===== src/phd_pkg.sv =====
// ----------------------------------------------------------------------------
// phd_pkg
// Types and constants shared by the packet header deframer modules.
// ----------------------------------------------------------------------------
`default_nettype none

package phd_pkg;

    // Header layout: byte positions in wire order
    localparam int unsigned HDR_BYTES = 21;
    localparam int unsigned POS_W     = 5;

    localparam logic [POS_W-1:0] HDR_LEN        = POS_W'(HDR_BYTES);
    localparam logic [POS_W-1:0] POS_VERSION    = 5'd0;
    localparam logic [POS_W-1:0] POS_FLAGS_LAST = 5'd2;
    localparam logic [POS_W-1:0] POS_MSGID_LAST = 5'd4;
    localparam logic [POS_W-1:0] POS_SEQ_LAST   = 5'd8;
    localparam logic [POS_W-1:0] POS_SESS_LAST  = 5'd16;

    localparam logic [31:0] MAX_LEN_RESET = 32'd65535;

    typedef enum logic [1:0] {
        ST_OK       = 2'd0,
        ST_TRUNC    = 2'd1,
        ST_OVER     = 2'd2,
        ST_MISMATCH = 2'd3
    } t_status;

    // One result word
    typedef struct packed {
        logic [7:0]  payload_byte;
        logic        byte_valid;
        logic        packet_done;
        t_status     status;
        logic [7:0]  version;
        logic [15:0] flags;
        logic [15:0] msg_ident;
        logic [31:0] sequence_res;
        logic [63:0] session_id;
        logic [31:0] declared_length;
    } t_result;

endpackage

`default_nettype wire


===== src/phd_parse.sv =====
// ----------------------------------------------------------------------------
// phd_parse
// Header field shift registers, header position and payload byte counter;
// forms the result word for the byte at its input.
// ----------------------------------------------------------------------------
`default_nettype none

module phd_parse import phd_pkg::*; (
    input  wire logic        i_clk,
    input  wire logic        i_rst_n,
    input  wire logic        i_take,
    input  wire logic [7:0]  i_data_byte,
    input  wire logic        i_end_of_packet,
    input  wire logic [31:0] i_max_len,
    output t_result          o_res,
    output logic             o_res_valid
);

    logic [POS_W-1:0] r_pos,     n_pos;
    logic [7:0]       r_version, n_version;
    logic [15:0]      r_flags,   n_flags;
    logic [15:0]      r_msgid,   n_msgid;
    logic [31:0]      r_seq,     n_seq;
    logic [63:0]      r_sess,    n_sess;
    logic [31:0]      r_len,     n_len;
    logic [31:0]      r_cnt,     n_cnt;
    logic             is_payload;
    t_status          status;

    // Shift header bytes in, or count payload bytes
    always_comb begin
        n_pos      = r_pos;
        n_version  = r_version;
        n_flags    = r_flags;
        n_msgid    = r_msgid;
        n_seq      = r_seq;
        n_sess     = r_sess;
        n_len      = r_len;
        n_cnt      = r_cnt;
        is_payload = 1'b0;
        if (r_pos < HDR_LEN) begin
            priority if (r_pos == POS_VERSION) begin
                n_version = i_data_byte;
            end else if (r_pos <= POS_FLAGS_LAST) begin
                n_flags = {r_flags[7:0], i_data_byte};
            end else if (r_pos <= POS_MSGID_LAST) begin
                n_msgid = {r_msgid[7:0], i_data_byte};
            end else if (r_pos <= POS_SEQ_LAST) begin
                n_seq = {r_seq[23:0], i_data_byte};
            end else if (r_pos <= POS_SESS_LAST) begin
                n_sess = {r_sess[55:0], i_data_byte};
            end else begin
                n_len = {r_len[23:0], i_data_byte};
            end
            n_pos = r_pos + 5'd1;
        end else begin
            is_payload = 1'b1;
            if (r_cnt != '1) begin
                n_cnt = r_cnt + 32'd1;
            end
        end
    end

    // Check the finished datagram in priority order
    always_comb begin
        priority if (n_pos < HDR_LEN) begin
            status = ST_TRUNC;
        end else if (n_len > i_max_len) begin
            status = ST_OVER;
        end else if (n_cnt != n_len) begin
            status = ST_MISMATCH;
        end else begin
            status = ST_OK;
        end
    end

    // Form the result word; zero every field that does not apply
    always_comb begin
        o_res = '0;
        if (is_payload) begin
            o_res.payload_byte = i_data_byte;
            o_res.byte_valid   = 1'b1;
        end
        if (i_end_of_packet) begin
            o_res.packet_done = 1'b1;
            o_res.status      = status;
            if (status != ST_TRUNC) begin
                o_res.version         = n_version;
                o_res.flags           = n_flags;
                o_res.msg_ident       = n_msgid;
                o_res.sequence_res    = n_seq;
                o_res.session_id      = n_sess;
                o_res.declared_length = n_len;
            end
        end
    end

    assign o_res_valid = is_payload | i_end_of_packet;

    // Advance state; clear everything after the last byte
    always_ff @(posedge i_clk) begin
        if (!i_rst_n || (i_take && i_end_of_packet)) begin
            r_pos     <= '0;
            r_version <= '0;
            r_flags   <= '0;
            r_msgid   <= '0;
            r_seq     <= '0;
            r_sess    <= '0;
            r_len     <= '0;
            r_cnt     <= '0;
        end else if (i_take) begin
            r_pos     <= n_pos;
            r_version <= n_version;
            r_flags   <= n_flags;
            r_msgid   <= n_msgid;
            r_seq     <= n_seq;
            r_sess    <= n_sess;
            r_len     <= n_len;
            r_cnt     <= n_cnt;
        end
    end

    // Header position never runs past the header length
    a_pos_range: assert property (@(posedge i_clk) disable iff (!i_rst_n)
        r_pos <= HDR_LEN)
        else $error("header position beyond header length");

    // Payload is counted only once the header is complete
    a_cnt_after_hdr: assert property (@(posedge i_clk) disable iff (!i_rst_n)
        (r_cnt != '0) |-> (r_pos == HDR_LEN))
        else $error("payload counted before header complete");

    // The last byte always returns the block to the start of a header
    a_clear_on_last: assert property (@(posedge i_clk) disable iff (!i_rst_n)
        (i_take && i_end_of_packet) |=> (r_pos == '0 && r_cnt == '0))
        else $error("state not cleared after last byte");

endmodule

`default_nettype wire


===== src/packet_header_deframer.sv =====
// ----------------------------------------------------------------------------
// packet_header_deframer
// Parses a 21-byte big-endian header from a byte stream and streams the
// remaining bytes out as payload, with a status on the last byte.
// ----------------------------------------------------------------------------
// Usage:
//   Input channel: one datagram byte per word (i_data_byte) with
//   i_end_of_packet on its last byte; taken when i_in_valid is high and
//   o_in_stall is low.
//   Output channel: one word per payload byte and one on the last byte
//   (o_packet_done, with o_status and the header fields); taken when
//   o_out_valid is high and i_out_stall is low. Header bytes that are not
//   last produce no word. Drop the payload of a datagram whose status is
//   not ok.
//   Config channel: i_cfg_data sets max_payload_length, always ready; write
//   it only while no datagram is in flight.
//   Output words come from the single result register; throughput is one
//   byte per cycle while i_out_stall is low.
//   While a result waits and i_out_stall is high, the input is stalled.
//   Reset clears the parser state and output valid, and loads the limit
//   with 65535.
// ----------------------------------------------------------------------------
`default_nettype none

module packet_header_deframer import phd_pkg::*; (
    input  wire logic        i_clk,
    input  wire logic        i_rst_n,
    // input byte channel
    input  wire logic        i_in_valid,
    output logic             o_in_stall,
    input  wire logic [7:0]  i_data_byte,
    input  wire logic        i_end_of_packet,
    // result channel
    output logic             o_out_valid,
    input  wire logic        i_out_stall,
    output logic [7:0]       o_payload_byte,
    output logic             o_byte_valid,
    output logic             o_packet_done,
    output logic [1:0]       o_status,
    output logic [7:0]       o_version,
    output logic [15:0]      o_flags,
    output logic [15:0]      o_message_id,
    output logic [31:0]      o_sequence_res,
    output logic [63:0]      o_session_id,
    output logic [31:0]      o_declared_length,
    // configuration channel
    input  wire logic        i_cfg_valid,
    output logic             o_cfg_ready,
    input  wire logic [31:0] i_cfg_data
);

    logic [31:0] r_max_len;
    t_result     r_out;
    logic        r_out_valid;
    t_result     res;
    logic        res_valid;
    logic        take;

    // Hold input while a result waits on a stalled receiver
    assign o_in_stall  = r_out_valid & i_out_stall;
    assign take        = i_in_valid & ~o_in_stall;
    assign o_cfg_ready = 1'b1;

    phd_parse u_parse (
        .i_clk           (i_clk),
        .i_rst_n         (i_rst_n),
        .i_take          (take),
        .i_data_byte     (i_data_byte),
        .i_end_of_packet (i_end_of_packet),
        .i_max_len       (r_max_len),
        .o_res           (res),
        .o_res_valid     (res_valid)
    );

    // Limit register
    always_ff @(posedge i_clk) begin
        if (!i_rst_n) begin
            r_max_len <= MAX_LEN_RESET;
        end else if (i_cfg_valid && o_cfg_ready) begin
            r_max_len <= i_cfg_data;
        end
    end

    // Result register
    always_ff @(posedge i_clk) begin
        if (!i_rst_n) begin
            r_out_valid <= 1'b0;
        end else if (take) begin
            r_out_valid <= res_valid;
        end else if (!i_out_stall) begin
            r_out_valid <= 1'b0;
        end
    end

    always_ff @(posedge i_clk) begin
        if (take && res_valid) begin
            r_out <= res;
        end
    end

    assign o_out_valid       = r_out_valid;
    assign o_payload_byte    = r_out.payload_byte;
    assign o_byte_valid      = r_out.byte_valid;
    assign o_packet_done     = r_out.packet_done;
    assign o_status          = r_out.status;
    assign o_version         = r_out.version;
    assign o_flags           = r_out.flags;
    assign o_message_id      = r_out.msg_ident;
    assign o_sequence_res    = r_out.sequence_res;
    assign o_session_id      = r_out.session_id;
    assign o_declared_length = r_out.declared_length;

    // Every result carries a payload byte, a done flag, or both
    a_res_kind: assert property (@(posedge i_clk) disable iff (!i_rst_n)
        o_out_valid |-> (o_byte_valid || o_packet_done))
        else $error("result with neither payload nor done");

    // A truncated datagram reports no header fields
    a_trunc_zero: assert property (@(posedge i_clk) disable iff (!i_rst_n)
        (o_out_valid && o_packet_done && o_status == ST_TRUNC)
            |-> (o_declared_length == '0 && o_session_id == '0 && o_version == '0))
        else $error("header fields reported on truncated datagram");

    // Input is never stalled while the result register is empty
    a_no_idle_stall: assert property (@(posedge i_clk) disable iff (!i_rst_n)
        !o_out_valid |-> !o_in_stall)
        else $error("input stalled with empty result register");

    // A payload word without done never carries a status
    a_status_done: assert property (@(posedge i_clk) disable iff (!i_rst_n)
        (o_out_valid && !o_packet_done) |-> (o_status == ST_OK))
        else $error("status set on a word that is not last");

endmodule

`default_nettype wire


===== config.mk =====
export PLATFORM = sky130hd
export DESIGN_NAME = packet_header_deframer
export DESIGN_NICKNAME = d
export VERILOG_FILES = /design/src/phd_pkg.sv /design/src/phd_parse.sv /design/src/packet_header_deframer.sv
export SDC_FILE = /design/constraint.sdc
export NUM_CORES = 1
export LEC_CHECK = 0
export BUFFER_PORTS_ARGS = -buffer_cell sky130_fd_sc_hd__clkbuf_2
export CAP_MARGIN = 10
export CELL_PAD_IN_SITES_DETAIL_PLACEMENT = 2
export CELL_PAD_IN_SITES_GLOBAL_PLACEMENT = 2
export CORE_AREA = 2 2 222 224
export DETAILED_ROUTE_END_ITERATION = 10
export DIE_AREA = 0 0 224 226
export PLACE_DENSITY = 0.85
export SYNTH_ARGS = -nofsm -noshare
export SYNTH_HDL_FRONTEND = slang
export SYNTH_SLANG_ARGS = --single-unit

===== constraint.sdc =====
create_clock -name i_clk -period 15.4 [get_ports i_clk]
set_input_delay 0.77 -clock i_clk [delete_from_list [all_inputs] [get_ports i_clk]]
set_output_delay 0.77 -clock i_clk [all_outputs]
set_load 0.02 [all_outputs]

Yosys cells after proc, flatten, opt, wreduce, memory -nomap -nowiden:

Index checks and enable logic that the tools add are counted.

* register bits: 418
* word-level logic and storage cells: 81
* input bits: 46

* order comparisons: 7
* eq/ne operators: 4
* add/sub/neg operators: 2
* reduce and logical (&&, ||, !) cells: 6
* bitwise operators: 4
* muxes and demuxes: 38

Operators by type and width (number)
* 2-to-1 mux 32 bit: 13
* 2-to-1 mux 64 bit: 6
* 2-to-1 mux 171 bit: 1
* 2-to-1 mux 168 bit: 1
* 2-to-1 mux 16 bit: 7
* adder 32 x 1 -> 32 bit (second input constant): 1
* > comparator 32 bit: 1
* != test 32 bit: 1
* != test 32 bit (second input constant): 1
* 2-to-1 mux 8 bit: 2
* < comparator 5 bit (second input constant): 2
* 2-to-1 mux 2 bit: 3
* adder 5 x 1 -> 5 bit (second input constant): 1
* <= comparator 5 x 2 -> 1 bit (second input constant): 1
* <= comparator 5 x 3 -> 1 bit (second input constant): 1
* <= comparator 5 x 4 -> 1 bit (second input constant): 1
* <= comparator 5 bit (second input constant): 1
* logical NOT 5 bit: 1
* 2-to-1 mux 5 bit: 1
* 2-to-1 mux 1 bit: 4
* != test 2 x 1 -> 1 bit (second input constant): 2
* bitwise AND 1 bit: 2
* logical AND 1 bit: 2
* AND reduction 2 bit: 1
* other kinds (4): 4

Logic depth before layout (Yosys ltp):

* depth in word-level cells: 14
* gate-level depth with buffers: 16

Cells and area by module:

From an unflattened synthesis, not the netlist that was laid out.

* cells, all modules: 2042
* area total of the unflattened synthesis: 18739.2 µm²

Modules (own cells, without submodules)
* phd_parse: seq. area each 4103.9 µm², area each 12079.1 µm², cells an instance 1750, times used 1
* packet_header_deframer: seq. area each 6065.8 µm², area each 6660.1 µm², cells an instance 292, times used 1

Worst setup path after synthesis:

No wires, ideal clock.

* path type: input -> register
* start: in i_out_stall
* end: reg r_out, in the netlist o_byte_valid, enable pin
* stages on the path: 4
* arrival time: 9838 ps
* data required time: 14618 ps
* setup time: 782 ps
* path slack: 4780 ps
* buffers on the path: 1
* path through: nand2_1 nand2_1 clkbuf_1 a21oi_1

* longest elaborated chain between the ends: 4

Ends and longest elaborated chain
* start: declaration: line packet_header_deframer.sv:35 `input wire logic i_out_stall,`
* bitwise AND 1 bit: line packet_header_deframer.sv:60 `assign o_in_stall = r_out_valid & i_out_stall;`
* inverter 1 bit: line packet_header_deframer.sv:61 `assign take = i_in_valid & ~o_in_stall;`
* bitwise AND 1 bit: line packet_header_deframer.sv:61
* logical AND 1 bit: line packet_header_deframer.sv:96 `if (take && res_valid) begin`
* end signal: assignment: line packet_header_deframer.sv:97 `r_out <= res;`
* end: declaration: line packet_header_deframer.sv:53 `t_result r_out;`

No other way between the ends.
A chain may end at the register's enable or synchronous reset.

Worst setup path after layout:

* start: reg u_parse.r_pos[4]
* end: reg r_out, in the netlist o_status[1], data pin

* longest elaborated chain between the ends: 11
* elaborated cells on any way between the ends: 21

Ends and longest elaborated chain
* start: declaration: line phd_parse.sv:19 `logic [POS_W-1:0] r_pos, n_pos;`
* start signal: assignment: line phd_parse.sv:112 `r_pos <= n_pos;`
* <= comparator 5 bit: line phd_parse.sv:50 `end else if (r_pos <= POS_SESS_LAST) begin`
* 2-to-1 mux 32 bit: line phd_parse.sv:50
* 2-to-1 mux 32 bit: line phd_parse.sv:48 `end else if (r_pos <= POS_SEQ_LAST) begin`
* 2-to-1 mux 32 bit: line phd_parse.sv:46 `end else if (r_pos <= POS_MSGID_LAST) begin`
* 2-to-1 mux 32 bit: line phd_parse.sv:44 `end else if (r_pos <= POS_FLAGS_LAST) begin`
* 2-to-1 mux 32 bit: line phd_parse.sv:42 `priority if (r_pos == POS_VERSION) begin`
* 2-to-1 mux 32 bit (*): line phd_parse.sv:41 `if (r_pos < HDR_LEN) begin`
* via u_parse.n_len[25]: line phd_parse.sv:25 `logic [31:0] r_len, n_len;`
* branches (longest 2 deep; another with > comparator 32 bit)
* 2-to-1 mux 2 bit (*): line phd_parse.sv:68 `end else if (n_len > i_max_len) begin`
* 2-to-1 mux 2 bit (*): line phd_parse.sv:66 `priority if (n_pos < HDR_LEN) begin`

Mark *: on every way through the listed nets, which the timed path passes.

==> impl_metrics.tcl <==
set metrics [dict create \
    synth_top_family_by_area "simple AND/OR/NAND/NOR gates" \
    wl_um 65700 \
    wl_per_cell_um 23.8 \
    comb_power_share 0.077 \
    crit_family "compound AO/OA/AOI/OAI gates" \
    synth_xor_area_frac 0.0356 \
    overflow 0 \
    synthesis.nets 2022 \
    crit_chain "nor2b_1 -> nand3b_4 -> mux2i_1 -> inv_1 -> ha_1 -> a21o_1 -> a21o_1 -> a21o_1 -> a21oi_1 -> o221ai_1 -> a211oi_1 -> a21oi_1 -> o21a_1" \
    swShare 0.254 \
    area_growth_pct 16.1 \
    synthMuxAreaShare 0.0655 \
    drtIter0Drc 916 \
    cts_setup_buffers 0 \
    vdd_drop_max_uv 70.4 \
    layout_min_cycle_time_ns 4.90 \
    p_sw_uw 631 \
    fin_skew_ns 0.0185 \
    async_reset_ff_frac 0 \
    dpl.hpwl_um 42200 \
    synth_edf_count 180 \
    grt_usage 0.258 \
    max_slew_margin 0.243 \
    synth-adder-area-share 0.0242 \
    final.setup.tns_ns 0 \
    rsz0062_at_grt "false" \
    synth-simple-area-share 0.186 \
    crit_slowest_cell "mux2i_1" \
    postSynthAreaPerCell_sq_um 9.58 \
    ys_warn_count 0 \
    cpPeakStageDelay_ns 0.67 \
    fmax_mhz 204 \
    cp.required_ns 15.75 \
    end_kind "register" \
    max_cap_violations 0 \
    period_share 0.318 \
    fp.dieH_um 226 \
    firstDrtPassIters 5 \
    synth-seq-cells 418 \
    ys.flop_type "dfxtp_1" \
    vias 15100 \
    htree_levels 2 \
    arrival_ns 5.25 \
    cts_tree "yes" \
    cts_buffer_depth 3 \
    port_buffers 227 \
    clk_latency_ns 0.59 \
    cts_hold_buffers 0 \
    grt_pass1_wl_um 101000 \
    cts_inserted_buffers 46 \
    chipWidth_um 224 \
    clock-sinks 418 \
    finalNetCount 2181 \
    start_util 0.385 \
    grt_max_degree 88 \
    crit_type "register to register" \
    grt_pass1_vias 16600 \
    hold_viol_final 0 \
    ioPinCount 229 \
    intPower_mw 1.86 \
    sequentialPowerShare 0.484 \
    final_max_slew_viol_count 0 \
    postRouteAntennaNets 0 \
    hold_class "input port to register" \
    die-area_sq_um 50600 \
    drive_above_1_share 0.159 \
    synth_cells 1940 \
    status "completed" \
    vias_per_cell 5.48 \
    rows 81 \
    crit_fanout 32 \
    num_antenna_cells 0 \
    p_leak_nw 8.53 \
    finalWeightedCongestion 0.876 \
    drc_errors 0 \
    path_buf_inv 1 \
    post-route-util 0.447 \
    synth.distinct_cells 72 \
    cp-start-kind "register" \
    place_ws_ns 10.68 \
    clkSlewWorstSetupHoldPaths_ns 0.06 \
    worst_slack_ns 10.50 \
    setup_violations 0 \
    ys_seq_area_frac 0.547 \
    cts_root_buf "clkbuf_16" \
    mappedNetlistArea_sq_um 18600 \
    core_area_sq_um 48300 \
    cts_resized 0 \
    cpMostUsedCell "a21o_1" \
    synth-compound-area-share 0.0986 \
    clkPwrFrac 0.439 \
    powerDensity_nw_per_um2 115 \
    antenna_found_initial 1 \
    tightest_slew_ns 1.14 \
]
-- per-layer routing --
layer | vias up | part of all wire | track usage | wire, um
met4 | 0 | 0.036 | 0.0963 | 2340
li1 | 6906 | - | - | -
met5 | - | 0 | 0 | 0
met1 | 7711 | 0.42 | 0.319 | 27700
met2 | 384 | 0.50 | 0.454 | 33000
met3 | 129 | 0.040 | 0.0405 | 2660
-- state kept, by name (all words and copies together) (netlist names) --
| name | count |
|---|---|
| o_byte_valid | 1 |
| o_declared_length | 32 |
| o_flags | 16 |
| o_message_id | 16 |
| o_out_valid | 1 |
| o_packet_done | 1 |
| o_payload_byte | 8 |
| o_sequence_res | 32 |
| o_session_id | 64 |
| o_status | 2 |
| o_version | 8 |
| r_max_len | 32 |
| u_parse.r_cnt | 32 |
| u_parse.r_flags | 16 |
| u_parse.r_len | 32 |
| u_parse.r_msgid | 16 |
| u_parse.r_pos | 5 |
| u_parse.r_seq | 32 |
| u_parse.r_sess | 64 |
| u_parse.r_version | 8 |
-- cells in the mapped netlist (7+ instances only) --
cell type | number | area share
a211oi_1 | 37 | 0.015
a21o_1 | 9 | 0.0036
a21oi_1 | 196 | 0.053
and2_1 | 48 | 0.016
and3_1 | 13 | 0.0044
buf_2 | 7 | 0.0019
clkbuf_1 | 110 | 0.022
dfxtp_1 | 238 | 0.26
edfxtp_1 | 180 | 0.29
ha_1 | 36 | 0.024
inv_1 | 72 | 0.015
mux2i_1 | 108 | 0.058
nand2_1 | 407 | 0.082
nand3_1 | 20 | 0.0054
nand4_1 | 25 | 0.0084
nor2_1 | 189 | 0.038
nor2b_1 | 19 | 0.0064
nor3_1 | 12 | 0.0032
o211ai_1 | 16 | 0.0065
o21a_1 | 8 | 0.0032
o21ai_0 | 18 | 0.0048
or3_1 | 9 | 0.0030
xnor2_1 | 44 | 0.021
xor2_1 | 29 | 0.014
-- final cells by class --
class | instances | area (sq um)
clock buffers | 72 | 1340
inverters | 73 | 274
fillers | 5078 | 26700
well taps | 622 | 778
repair buffers | 240 | 1230
clock inverters | 14 | 111
flip-flops and latches | 418 | 10200
multi-input cells | 1320 | 7690
-- stage by stage --
step	hold slack (ns)	cell area, sq um	instances	power (mW)
after floorplan	0.436	18600	1940	1.34
after global placement	0.441	20100	2673	1.40
after detailed placement	0.456	20100	2673	1.41
after CTS	0.384	21600	2759	2.51
after global routing	0.419	21600	2759	2.56
final	0.405	21600	2759	2.49
-- power groups by stage --
stage	clock network [mW]	registers [mW]	logic, mW
2_1_floorplan	0	1.25	0.0978
3_3_place_gp	0	1.22	0.177
3_5_place_dp	0	1.23	0.187
4_1_cts	1.11	1.20	0.193
5_1_grt	1.15	1.20	0.207
6_report	1.09	1.20	0.192
-- path summary, 6_finish.rpt --
path	slack, ns	start	end	cells after the start
max	10.50	u_parse.r_pos[4]	o_status[1]	13
min	0.40	i_cfg_data[10]	r_max_len[10]	3
max reg2reg	10.50	u_parse.r_pos[4]	o_status[1]	13
min reg2reg	0.46	u_parse.r_msgid[8]	u_parse.r_msgid[8]	2
-- cell families (layout without fill, tap and decap cells) --
logic type / after synthesis / count (layout)
adder cells (fa/ha/maj): 36 / 36
buffers and inverters: 202 / 399
flip-flops: 418 / 418
AND/OR/NAND/NOR: 780 / 780
multiplexers: 117 / 117
AO/OA/AOI/OAI: 312 / 312
other: 1 / 1
XOR/XNOR: 74 / 74
-- placed cells by master (no fill, tap or decap), types with 37 or more instances in the layout --
| cell | count |
|---|---|
| nand2_1 | 406 |
| dfxtp_1 | 238 |
| clkbuf_2 | 227 |
| a21oi_1 | 195 |
| nor2_1 | 188 |
| edfxtp_1 | 180 |
| mux2i_1 | 108 |
| inv_1 | 72 |
| and2_1 | 47 |
| clkbuf_16 | 47 |
| xnor2_1 | 44 |
| a211oi_1 | 37 |
-- worst min-delay path, delay by kind of cell --
kind,cells,cell delay [ns]
buffers and inverters,1,0.08
AO/OA/AOI/OAI,1,0.06
AND/OR/NAND/NOR,1,0.04
Power figures use the tool's default switching activity.
